### config.mk
export PLATFORM = sky130hd
export DESIGN_NAME = csv_decimal_field_parser_core
export DESIGN_NICKNAME = d
export VERILOG_FILES = /design/src/rtl/csvp_pkg.sv /design/src/rtl/csv_decimal_field_parser_core.sv /design/src/rtl/csvp_in_stage.sv /design/src/rtl/csvp_field_core.sv /design/src/rtl/csvp_out_stage.sv
export VERILOG_INCLUDE_DIRS = /design/src /design/src/rtl
export SDC_FILE = /design/constraint.sdc
export NUM_CORES = 1
export LEC_CHECK = 0
export BUFFER_PORTS_ARGS = -buffer_cell sky130_fd_sc_hd__buf_4
export CAP_MARGIN = 20
export CORE_ASPECT_RATIO = 1.4
export CORE_UTILIZATION = 40
export CTS_BUF_LIST = sky130_fd_sc_hd__clkbuf_4 sky130_fd_sc_hd__clkbuf_8
export CTS_CLUSTER_DIAMETER = 150
export CTS_CLUSTER_SIZE = 40
export DETAILED_ROUTE_END_ITERATION = 7
export PLACE_DENSITY = 0.54
export SETUP_SLACK_MARGIN = 0.05
export SKIP_LAST_GASP = 1
export SYNTH_ARGS = -nofsm -noshare
export SYNTH_HDL_FRONTEND = slang
export SYNTH_SLANG_ARGS = --single-unit
### constraint.sdc
create_clock -name clk -period 6.2 [get_ports clk]
set_input_delay 1.24 -clock clk [delete_from_list [all_inputs] [get_ports clk]]
set_output_delay 1.24 -clock clk [all_outputs]
set_load 0.01 [all_outputs]
### src/rtl/csv_decimal_field_parser_core_defines.svh
// -----------------------------------------------------------------------------
// csv decimal field parser assertion macros
// shared property forms, used with the clk and arst_n of the enclosing module
// -----------------------------------------------------------------------------
`ifndef CSV_DECIMAL_FIELD_PARSER_CORE_DEFINES_SVH
`define CSV_DECIMAL_FIELD_PARSER_CORE_DEFINES_SVH

// invariant that holds at every edge out of reset
`define CSVP_ASSERT_ALWAYS(lbl, cond, msg) \
	lbl: assert property (@(posedge clk) disable iff (!arst_n) (cond)) else $error(msg);

// consequence in the cycle after the trigger
`define CSVP_ASSERT_NEXT(lbl, trig, cons, msg) \
	lbl: assert property (@(posedge clk) disable iff (!arst_n) (trig) |=> (cons)) \
		else $error(msg);

`endif

### src/rtl/csvp_pkg.sv
// -----------------------------------------------------------------------------
// csvp_pkg
// types and constants shared by the csv decimal field parser modules
// -----------------------------------------------------------------------------
package csvp_pkg;

	// character codes
	localparam logic [7:0] CHAR_COMMA = 8'h2C;
	localparam logic [7:0] CHAR_DOT   = 8'h2E;
	localparam logic [7:0] CHAR_ZERO  = 8'h30;
	localparam logic [7:0] CHAR_NINE  = 8'h39;

	// field widths
	localparam int CHAR_W    = 8;
	localparam int INDEX_W   = 6;
	localparam int VALUE_W   = 60;
	localparam int INT_W     = 54;
	localparam int FRAC_W    = 7;
	localparam int FDIG_W    = 2;
	localparam int FRAC_KEEP = 2;
	localparam int TDATA_W   = 72;

	// item held in the input register
	typedef struct packed {
		logic              valid;
		logic [CHAR_W-1:0] ch_byte;
		logic              eor;
	} in_item_t;

	// result handed to the output register
	typedef struct packed {
		logic               valid;
		logic [INDEX_W-1:0] field_index;
		logic [VALUE_W-1:0] value;
		logic               format_error;
	} result_t;

endpackage

### src/rtl/csv_decimal_field_parser_core.sv
// -----------------------------------------------------------------------------
// csv_decimal_field_parser_core: comma-separated decimal field parser
// one character per cycle; input and result registers lie before m_tvalid
// a held result stalls only a field-closing comma, and only while m_tready is low
// arst_n clears the field state, comma count and both valid flags at once
// -----------------------------------------------------------------------------
module csv_decimal_field_parser_core #(
	parameter int MAX_FIELD_CHARS = 16,
	parameter int MAX_FIELDS      = 64
) (
	input  logic                         clk,
	input  logic                         arst_n,
	input  logic                         s_tvalid,
	output logic                         s_tready,
	input  logic [csvp_pkg::CHAR_W-1:0]  s_tdata,  // char_byte
	input  logic                         s_tlast,  // end_of_record
	output logic                         m_tvalid,
	input  logic                         m_tready,
	output logic [csvp_pkg::TDATA_W-1:0] m_tdata,  // field_index, value, zero pad
	output logic [0:0]                   m_tuser   // format_error
);

	csvp_pkg::in_item_t item_s1;
	csvp_pkg::result_t  res;
	logic               adv;
	logic               out_free;

	// input register
	csvp_in_stage u_in (
		.clk      (clk),
		.arst_n   (arst_n),
		.s_tvalid (s_tvalid),
		.s_tready (s_tready),
		.s_tdata  (s_tdata),
		.s_tlast  (s_tlast),
		.adv      (adv),
		.item_s1  (item_s1)
	);

	// field parsing
	csvp_field_core #(
		.MAX_FIELD_CHARS (MAX_FIELD_CHARS),
		.MAX_FIELDS      (MAX_FIELDS)
	) u_core (
		.clk      (clk),
		.arst_n   (arst_n),
		.item_s1  (item_s1),
		.out_free (out_free),
		.adv      (adv),
		.res      (res)
	);

	// result register
	csvp_out_stage u_out (
		.clk      (clk),
		.arst_n   (arst_n),
		.res      (res),
		.out_free (out_free),
		.m_tvalid (m_tvalid),
		.m_tready (m_tready),
		.m_tdata  (m_tdata),
		.m_tuser  (m_tuser)
	);

endmodule

### src/rtl/csvp_in_stage.sv
// -----------------------------------------------------------------------------
// csvp_in_stage
// input register; refills in the same cycle that its item is consumed
// -----------------------------------------------------------------------------
module csvp_in_stage (
	input  logic                       clk,
	input  logic                       arst_n,
	input  logic                       s_tvalid,
	output logic                       s_tready,
	input  logic [csvp_pkg::CHAR_W-1:0] s_tdata,  // char_byte
	input  logic                       s_tlast,  // end_of_record
	input  logic                       adv,
	output csvp_pkg::in_item_t          item_s1
);

	logic                        valid_s1;
	logic [csvp_pkg::CHAR_W-1:0] ch_s1;
	logic                        eor_s1;

	// room when empty or when the held item moves on
	assign s_tready = !valid_s1 || adv;

	// valid flag
	always_ff @(posedge clk or negedge arst_n) begin
		if (!arst_n) begin
			valid_s1 <= 1'b0;
		end else if (s_tready) begin
			valid_s1 <= s_tvalid;
		end
	end

	// payload
	always_ff @(posedge clk) begin
		if (s_tvalid && s_tready) begin
			ch_s1  <= s_tdata;
			eor_s1 <= s_tlast;
		end
	end

	assign item_s1.valid   = valid_s1;
	assign item_s1.ch_byte = ch_s1;
	assign item_s1.eor     = eor_s1;

endmodule

### src/rtl/csvp_field_core.sv
// -----------------------------------------------------------------------------
// csvp_field_core
// field state, per-character accumulation and result formation
// -----------------------------------------------------------------------------
`include "csv_decimal_field_parser_core_defines.svh"

module csvp_field_core #(
	parameter int MAX_FIELD_CHARS = 16,
	parameter int MAX_FIELDS      = 64
) (
	input  logic               clk,
	input  logic               arst_n,
	input  csvp_pkg::in_item_t item_s1,
	input  logic               out_free,
	output logic               adv,
	output csvp_pkg::result_t  res
);

	localparam int CCW = $clog2(MAX_FIELD_CHARS + 1);
	localparam int KW  = $clog2(MAX_FIELDS + 1);

	logic [KW-1:0]                 comma_count_q, comma_count_d;
	logic [csvp_pkg::INT_W-1:0]    int_q, int_d;
	logic [csvp_pkg::FRAC_W-1:0]   frac_q, frac_d;
	logic [csvp_pkg::FDIG_W-1:0]   fdig_q, fdig_d;
	logic [CCW-1:0]                char_count_q, char_count_d;
	logic                          dot_q, dot_d;
	logic                          bad_q, bad_d;

	logic                          is_comma;
	logic                          is_dot;
	logic                          is_digit;
	logic [3:0]                    digit;
	logic                          ends_field;
	logic [csvp_pkg::FRAC_W-1:0]   frac_scaled;
	logic                          err;
	logic [KW-1:0]                 idx;

	// character decode
	assign is_comma = item_s1.ch_byte == csvp_pkg::CHAR_COMMA;
	assign is_dot   = item_s1.ch_byte == csvp_pkg::CHAR_DOT;
	assign is_digit = (item_s1.ch_byte >= csvp_pkg::CHAR_ZERO)
		&& (item_s1.ch_byte <= csvp_pkg::CHAR_NINE);
	assign digit    = 4'(item_s1.ch_byte - csvp_pkg::CHAR_ZERO);

	// a comma after the key closes a field and needs the output register
	assign ends_field = item_s1.valid && !item_s1.eor && is_comma
		&& (comma_count_q != '0);
	assign adv = item_s1.valid && (!ends_field || out_free);

	// result of the field being closed
	assign frac_scaled = (fdig_q == csvp_pkg::FDIG_W'(1))
		? csvp_pkg::FRAC_W'({frac_q, 3'b000} + {frac_q, 1'b0}) : frac_q;
	assign err = bad_q || (char_count_q == '0);
	assign idx = comma_count_q - KW'(1);

	always_comb begin
		res.valid        = adv && ends_field;
		res.field_index  = csvp_pkg::INDEX_W'(idx);
		res.format_error = err;
		res.value        = '0;
		if (!err) begin
			res.value = csvp_pkg::VALUE_W'({int_q, 6'b000000})
				+ csvp_pkg::VALUE_W'({int_q, 5'b00000})
				+ csvp_pkg::VALUE_W'({int_q, 2'b00})
				+ csvp_pkg::VALUE_W'(frac_scaled);
		end
	end

	// next field state
	always_comb begin
		comma_count_d = comma_count_q;
		int_d         = int_q;
		frac_d        = frac_q;
		fdig_d        = fdig_q;
		char_count_d  = char_count_q;
		dot_d         = dot_q;
		bad_d         = bad_q;
		if (item_s1.eor || is_comma) begin
			// record end or field end: clear the field
			int_d        = '0;
			frac_d       = '0;
			fdig_d       = '0;
			char_count_d = '0;
			dot_d        = 1'b0;
			bad_d        = 1'b0;
			if (item_s1.eor) begin
				comma_count_d = '0;
			end else if (comma_count_q < KW'(MAX_FIELDS)) begin
				comma_count_d = comma_count_q + KW'(1);
			end
		end else if (comma_count_q != '0) begin
			if (char_count_q >= CCW'(MAX_FIELD_CHARS)) begin
				bad_d = 1'b1;
			end else begin
				char_count_d = char_count_q + CCW'(1);
				if (is_digit) begin
					if (!dot_q) begin
						int_d = {int_q[csvp_pkg::INT_W-4:0], 3'b000}
							+ {int_q[csvp_pkg::INT_W-2:0], 1'b0}
							+ csvp_pkg::INT_W'(digit);
					end else if (fdig_q < csvp_pkg::FDIG_W'(csvp_pkg::FRAC_KEEP)) begin
						frac_d = {frac_q[csvp_pkg::FRAC_W-4:0], 3'b000}
							+ {frac_q[csvp_pkg::FRAC_W-2:0], 1'b0}
							+ csvp_pkg::FRAC_W'(digit);
						fdig_d = fdig_q + csvp_pkg::FDIG_W'(1);
					end
				end else if (is_dot) begin
					if (dot_q) begin
						bad_d = 1'b1;
					end else begin
						dot_d = 1'b1;
					end
				end else begin
					bad_d = 1'b1;
				end
			end
		end
	end

	// state registers
	always_ff @(posedge clk or negedge arst_n) begin
		if (!arst_n) begin
			comma_count_q <= '0;
			int_q         <= '0;
			frac_q        <= '0;
			fdig_q        <= '0;
			char_count_q  <= '0;
			dot_q         <= 1'b0;
			bad_q         <= 1'b0;
		end else if (adv) begin
			comma_count_q <= comma_count_d;
			int_q         <= int_d;
			frac_q        <= frac_d;
			fdig_q        <= fdig_d;
			char_count_q  <= char_count_d;
			dot_q         <= dot_d;
			bad_q         <= bad_d;
		end
	end

	// checks
	`CSVP_ASSERT_ALWAYS(a_comma_range, comma_count_q <= KW'(MAX_FIELDS), "comma count overrun")
	`CSVP_ASSERT_ALWAYS(a_char_range, char_count_q <= CCW'(MAX_FIELD_CHARS), "char count overrun")
	`CSVP_ASSERT_ALWAYS(a_frac_range, (fdig_q <= 2'd2) && (frac_q < 7'd100), "fraction overrun")
	`CSVP_ASSERT_NEXT(a_eor_clear, adv && item_s1.eor, (comma_count_q == '0) && (char_count_q == '0) && !bad_q, "record end did not clear")

endmodule

### src/rtl/csvp_out_stage.sv
// -----------------------------------------------------------------------------
// csvp_out_stage
// result register on the master side
// -----------------------------------------------------------------------------
module csvp_out_stage (
	input  logic                         clk,
	input  logic                         arst_n,
	input  csvp_pkg::result_t            res,
	output logic                         out_free,
	output logic                         m_tvalid,
	input  logic                         m_tready,
	output logic [csvp_pkg::TDATA_W-1:0] m_tdata,  // field_index, value, zero pad
	output logic [0:0]                   m_tuser   // format_error
);

	logic                          valid_q;
	logic [csvp_pkg::INDEX_W-1:0]  index_q;
	logic [csvp_pkg::VALUE_W-1:0]  value_q;
	logic                          err_q;

	assign out_free = !valid_q || m_tready;

	// valid flag
	always_ff @(posedge clk or negedge arst_n) begin
		if (!arst_n) begin
			valid_q <= 1'b0;
		end else if (res.valid) begin
			valid_q <= 1'b1;
		end else if (m_tready) begin
			valid_q <= 1'b0;
		end
	end

	// payload
	always_ff @(posedge clk) begin
		if (res.valid) begin
			index_q <= res.field_index;
			value_q <= res.value;
			err_q   <= res.format_error;
		end
	end

	assign m_tvalid = valid_q;
	assign m_tdata  = {{(csvp_pkg::TDATA_W - csvp_pkg::VALUE_W - csvp_pkg::INDEX_W){1'b0}},
		value_q, index_q};
	assign m_tuser  = err_q;

endmodule

### Word-level counts from Yosys, hierarchy flattened

Index checks and enable logic that the tools add are counted.

| storage, ports and cells | value |
|---|---|
| flip-flop bits (word level) | 155 |
| input port bits | 13 |
| output and inout bits | 75 |
| word-level logic and storage cells | 107 |

| cells by class | value |
|---|---|
| add/sub/neg operators | 13 |
| $lt $le $gt $ge | 5 |
| eq/ne operators | 8 |
| multiplexer cells | 36 |
| reduce and logical (&&, ||, !) cells | 31 |

Operators with widths:

| kind | count |
|---|---|
| $mux W54 | 5 |
| $mux W7 | 9 |
| $add A60 B56 Y60 | 1 |
| $add A60 B59 Y60 | 1 |
| $add A60 B7 Y60 | 1 |
| $add A54 B4 Y54 | 1 |
| $add A54 B54 Y54 | 1 |
| $eq A8 B6 Y1 const B | 2 |
| $mux W5 | 3 |
| $add A7 B7 Y7 | 2 |
| $reduce_bool A2 Y1 | 7 |
| $mux W1 | 13 |
| $mux W2 | 6 |
| $reduce_and A5 Y1 | 2 |
| $ge A8 B6 Y1 const B | 1 |
| $le A8 B6 Y1 const B | 1 |
| $add A7 B1 Y7 const B | 1 |
| $add A7 B4 Y7 | 1 |
| $logic_and A1 B1 Y1 | 7 |
| $lt A7 B7 Y1 const B | 1 |
| $reduce_bool A7 Y1 | 1 |
| $reduce_and A3 Y1 | 2 |
| $reduce_and A6 Y1 | 1 |
| $sub A6 B1 Y6 const B | 1 |
| 14 further kinds | 22 |

### Logic depth before layout (Yosys ltp)

| logic depth | value |
|---|---|
| word-level depth | 9 |
| mapped depth | 19 |
| mapped depth without buffers | 18 |

### Hierarchy

Synthesis repeated with hierarchy kept, for this count alone.

| second synthesis, totals | value |
|---|---|
| cells, all modules | 1589 |
| area total of the unflattened synthesis | 14866.8 um2 |

Modules (own cells, without submodules):

| module | instances | cells each | area each (um2) | seq. area each (um2) |
|---|---|---|---|---|
| csvp_field_core | 1 | 1497 | 12419.4 | 1926.8 |
| csvp_out_stage | 1 | 77 | 2108.3 | 2037.0 |
| csvp_in_stage | 1 | 15 | 339.1 | 295.3 |

### Least setup slack after synthesis

No wires, ideal clock.

| timing path | value |
|---|---|
| path kind | input -> register |
| start | input port m_tready |
| end | register u_out.index_q[0] (netlist name) (enable) |
| library setup time | 492 ps |
| data arrival time | 4100 ps |
| required time | 5708 ps |
| slack | 1608 ps |
| stages | 2 |
| buffers on the path | 0 |
| cells stage by stage | nor2b_1 nor2_1 |

RTL lines:

| element | RTL line | RTL |
|---|---|---|
| start, declared | csv_decimal_field_parser_core.sv:18 | `input logic m_tready,` |
| end signal, assigned | csvp_out_stage.sv:37 | `index_q <= res.field_index;` |
| end, declared | csvp_out_stage.sv:17 | `logic [csvp_pkg::INDEX_W-1:0] index_q;` |

### Worst setup path in the final report

| timing path | value |
|---|---|
| start | register u_core.frac_q[1] (netlist name) |
| end | register u_out.value_q[52] (netlist name) (data pin) |

| on the way | value |
|---|---|
| cells in the longest elaborated chain, start to end | 3 |

Ends and longest elaborated chain:

| element | RTL line | RTL |
|---|---|---|
| start, declared | csvp_field_core.sv:24 | `logic [csvp_pkg::FRAC_W-1:0] frac_q, frac_d;` |
| start signal, assigned | csvp_field_core.sv:134 | `frac_q <= frac_d;` |
| $add A7 B7 Y7 | csvp_field_core.sv:53 | `? csvp_pkg::FRAC_W'({frac_q, 3'b000} + {frac_q, 1'b0}) : frac_q;` |
| $mux W7 * | csvp_field_core.sv:53 |  |
| $add A60 B7 Y60 * | csvp_field_core.sv:66 | `+ csvp_pkg::VALUE_W'(frac_scaled);` |
| end signal, assigned | csvp_out_stage.sv:38 | `value_q <= res.value;` |
| end, declared | csvp_out_stage.sv:18 | `logic [csvp_pkg::VALUE_W-1:0] value_q;` |

Mark *: on every way between the ends. The rest lies on a longest branch, timed or not.
A chain may end at the register's enable or synchronous reset.

==> impl_metrics.yaml <==
power_and_ir_drop:
  p_switching_mw: 2.609
  seqPwrFrac: 0.279
  power.share.switching: 0.4742
  ir_drop_mv: 0.1393
  power.share.clock: 0.148
  p_int_mw: 2.893
  p_per_area_mw_per_mm2: 333.0
  power_frac_comb: 0.572
  p_leak_nw: 8.186
timing:
  layout_min_cycle_time_ps: 5677
  whs_ps: 512.0
  relSlewSlack: 0.3309
  rsz0062_at_grt: "false"
  final_hold_viol_count: 0
  final-setup-viol-count: 0
  worst_pin_slew_ps: 1004
  fin_tns_setup_ps: 0
  finClkSkew_ps: 16.63
  post-route-period-util: 0.9157
  clock.fmax_ghz: 0.1761
  drv_slew: 0
min_path:
  min_to: "u_core.frac_q[6]$_DFFE_PN0P_"
  hold_path.class: "flip-flop to flip-flop"
  hold_depth: 2
  min_from: "u_core.frac_q[6]$_DFFE_PN0P_"
route:
  drtIter0Drc: 543
  post_drt_wl_per_cell_um: 17.72
  viasPerCell: 5.720
  vias: 12200
  drt_pass1_iterations: 7
  antenna_left: 0
  post-route-drc-count: 3
  wirelength_mm: 37.80
worst_setup_path:
  worst-r2r-cell-count: 18
  path_class: "flip-flop to flip-flop"
  r2r_start: "u_core.frac_q[1]$_DFFE_PN0P_"
  cp_max_fo: 6
  r2r_end: "u_out.value_q[52]$_SDFFCE_PP0P_"
  arrival_ps: 5930
  start_kind: "flip-flop"
  required_ps: 6450
  r2r_setup_slack_ps: 520
  end_kind: "flip-flop"
floorplan:
  start_util: 0.4090
  rows: 83
  io_pins: 88
  die_w_um: 166.1
  die_area_mm2: 0.03848
  core-area_mm2: 0.03687
  die_h_um: 231.7
cts:
  holdBufCountCts: 0
  root_buffer: "clkbuf_8"
  clockBufferDepth: 2
  clock_latency_ps: 500
  post-cts-setup-buffers: 0
  htreeDepth: 4
  cts.reportedPaths.clkPinSlew_ps: 90
  numCtsBuffers: 17
  cts_tree: "done"
  cts_sinks: 155
  post_cts_resized: 0
cells_and_area:
  drive_gt1_frac: 0.08884
  fin_nets: 1958
  layout_common_cells: "233 x ha_1, 144 x nand2_1, 134 x a21oi_1"
  area_growth_pct: 9.576
  mostFrequentLayoutCell: "ha_1"
  antenna_cells: 0
placed_design:
  dp_hpwl_mm: 29.53
  gp_congestion: 0.8437
  port_buffers: 81
global_routing:
  grt_use_total: 0.2052
  grt_pass1_wl_mm: 63.72
  antenna_found_initial: 0
  grt_pass1_vias: 12400
  grt_overflow: 0
  grt_max_degree: 71
synth:
  yosysTopAreaCell: "ha_1"
  syn_area_per_cell_um2: 9.435
  synth.cell_area_mm2: 0.01508
  ys_seq_area_frac: 0.2825
  synth_edf_count: 76
  synth_top_area_frac: 0.1934
  synthArstFlopShare: 0.5097
  synth_cells: 1598
  ys_types: 76
  yosysWarningCount: 0
  ys_top_cells_by_area: "ha_1 19%, edfxtp_1 15%, dfrtp_1 13%"
  ys_seq_elements: 155
  ys.flop_type: "dfrtp_1"
run_status:
  violations: "DRC"
  status: "finished, violations left"
run:
  drv_cap: 0
-- layer usage --
layer	GRT usage	vias up	wire, µm
met5	0	-	0
met4	0.07535	0	983
met3	0.02488	43	971
met2	0.3762	171	19510
met1	0.2448	5956	16340
li1	-	6030	-
-- synth_stat cells (all sizes together), types with 5 or more instances --
library cell  count
a32o              6
a21boi            7
nor2            123
nand2           144
a211oi            9
or3              13
inv              48
a21oi           135
o31ai            28
xnor2            52
xor2             40
a21o             64
nor3b            11
ha              233
and2             18
fa               59
o21a             19
a41oi             6
o21ai            79
nand2b           13
a221oi            5
nor3             33
o21bai           19
nor2b            13
edfxtp           76
and3             26
a22o             29
a211o             5
nand3            33
buf              20
o211ai           11
a31oi            21
clkbuf           40
nand4            28
dfrtp            79
-- worst max-delay path, cell delays in order (launching register included) --
cell	delay, ps
dfrtp_1	490
ha_1	230
inv_1	60
fa_1	350
nand2_1	90
xnor2_1	60
a21oi_1	190
fa_1	460
fa_1	410
ha_1	340
o211ai_1	220
a21oi_1	110
o211ai_1	370
a21oi_1	210
o211ai_1	550
nand4_1	300
a2111oi_2	650
o21bai_1	200
mux2i_1	150
-- cell type report --
| cell class | instances | area, µm² |
|---|---|---|
| tap | 467 | 584.3 |
| clock inverter | 13 | 145.1 |
| clock buffer | 19 | 255.2 |
| inverter | 48 | 180.2 |
| multi-input combinational | 1340 | 10410 |
| sequential | 155 | 4259 |
| fill | 3572 | 20350 |
| timing repair buffer | 91 | 683.2 |
-- worst max-delay path by stage --
stage                                             from                         endpoint  slack (ps)  depth (start not counted)
final                     u_core.frac_q[1]$_DFFE_PN0P_  u_out.value_q[52]$_SDFFCE_PP0P_         520                         18
after floorplan                               m_tready       u_out.index_q[0]$_DFFE_PP_        1610                          2
after global placement    u_core.frac_q[1]$_DFFE_PN0P_  u_out.value_q[52]$_SDFFCE_PP0P_         700                         18
after global routing      u_core.frac_q[1]$_DFFE_PN0P_  u_out.value_q[52]$_SDFFCE_PP0P_         270                         18
after detailed placement  u_core.frac_q[1]$_DFFE_PN0P_  u_out.value_q[52]$_SDFFCE_PP0P_         570                         18
after CTS                 u_core.frac_q[1]$_DFFE_PN0P_  u_out.value_q[52]$_SDFFCE_PP0P_         540                         18
-- power groups by stage --
stage          Sequential (mW)  Clock [mW]  Combinational [mW]
2_1_floorplan             1.47           0                2.46
3_3_place_gp              1.57           0                3.15
3_5_place_dp              1.57           0                3.19
4_1_cts                   1.55       0.841                3.20
5_1_grt                   1.58       0.890                3.60
6_report                  1.54       0.815                3.15
-- sequential cells by signal (all words and copies together), names as in the netlist --
signal	count
u_core.dot_q	1
u_core.frac_q	7
u_core.char_count_q	5
u_out.value_q	60
u_out.index_q	6
u_core.fdig_q	2
u_in.valid_s1	1
u_core.bad_q	1
u_in.eor_s1	1
u_core.int_q	54
u_out.m_tvalid	1
u_out.m_tuser	1
u_in.ch_s1	8
u_core.comma_count_q	7
-- metrics by stage --
stage	worst slack [ps]	cell area, µm²	utilization	std cells	total power [mW]
3_5_place_dp	570.6	16120	0.4373	2101	4.760
3_3_place_gp	703.7	16120	0.4373	2101	4.722
6_report	522.7	16520	0.4481	2133	5.501
2_1_floorplan	1608	15100	-	1603	3.928
5_1_grt	274.6	16520	0.4481	2133	6.066
4_1_cts	535.5	16520	0.4481	2133	5.588
-- kinds of logic after synthesis --
family | count (synthesis) | share of synthesized area
other | 1 | 0.0002487
AO/OA/AOI/OAI | 470 | 0.2071
flip-flops | 155 | 0.2825
multiplexers | 7 | 0.004896
adder cells (fa/ha/maj) | 292 | 0.2717
XOR/XNOR | 92 | 0.05344
AND/OR/NAND/NOR | 473 | 0.1505
buffers and inverters | 108 | 0.02954
Power figures use the tool's default switching activity.
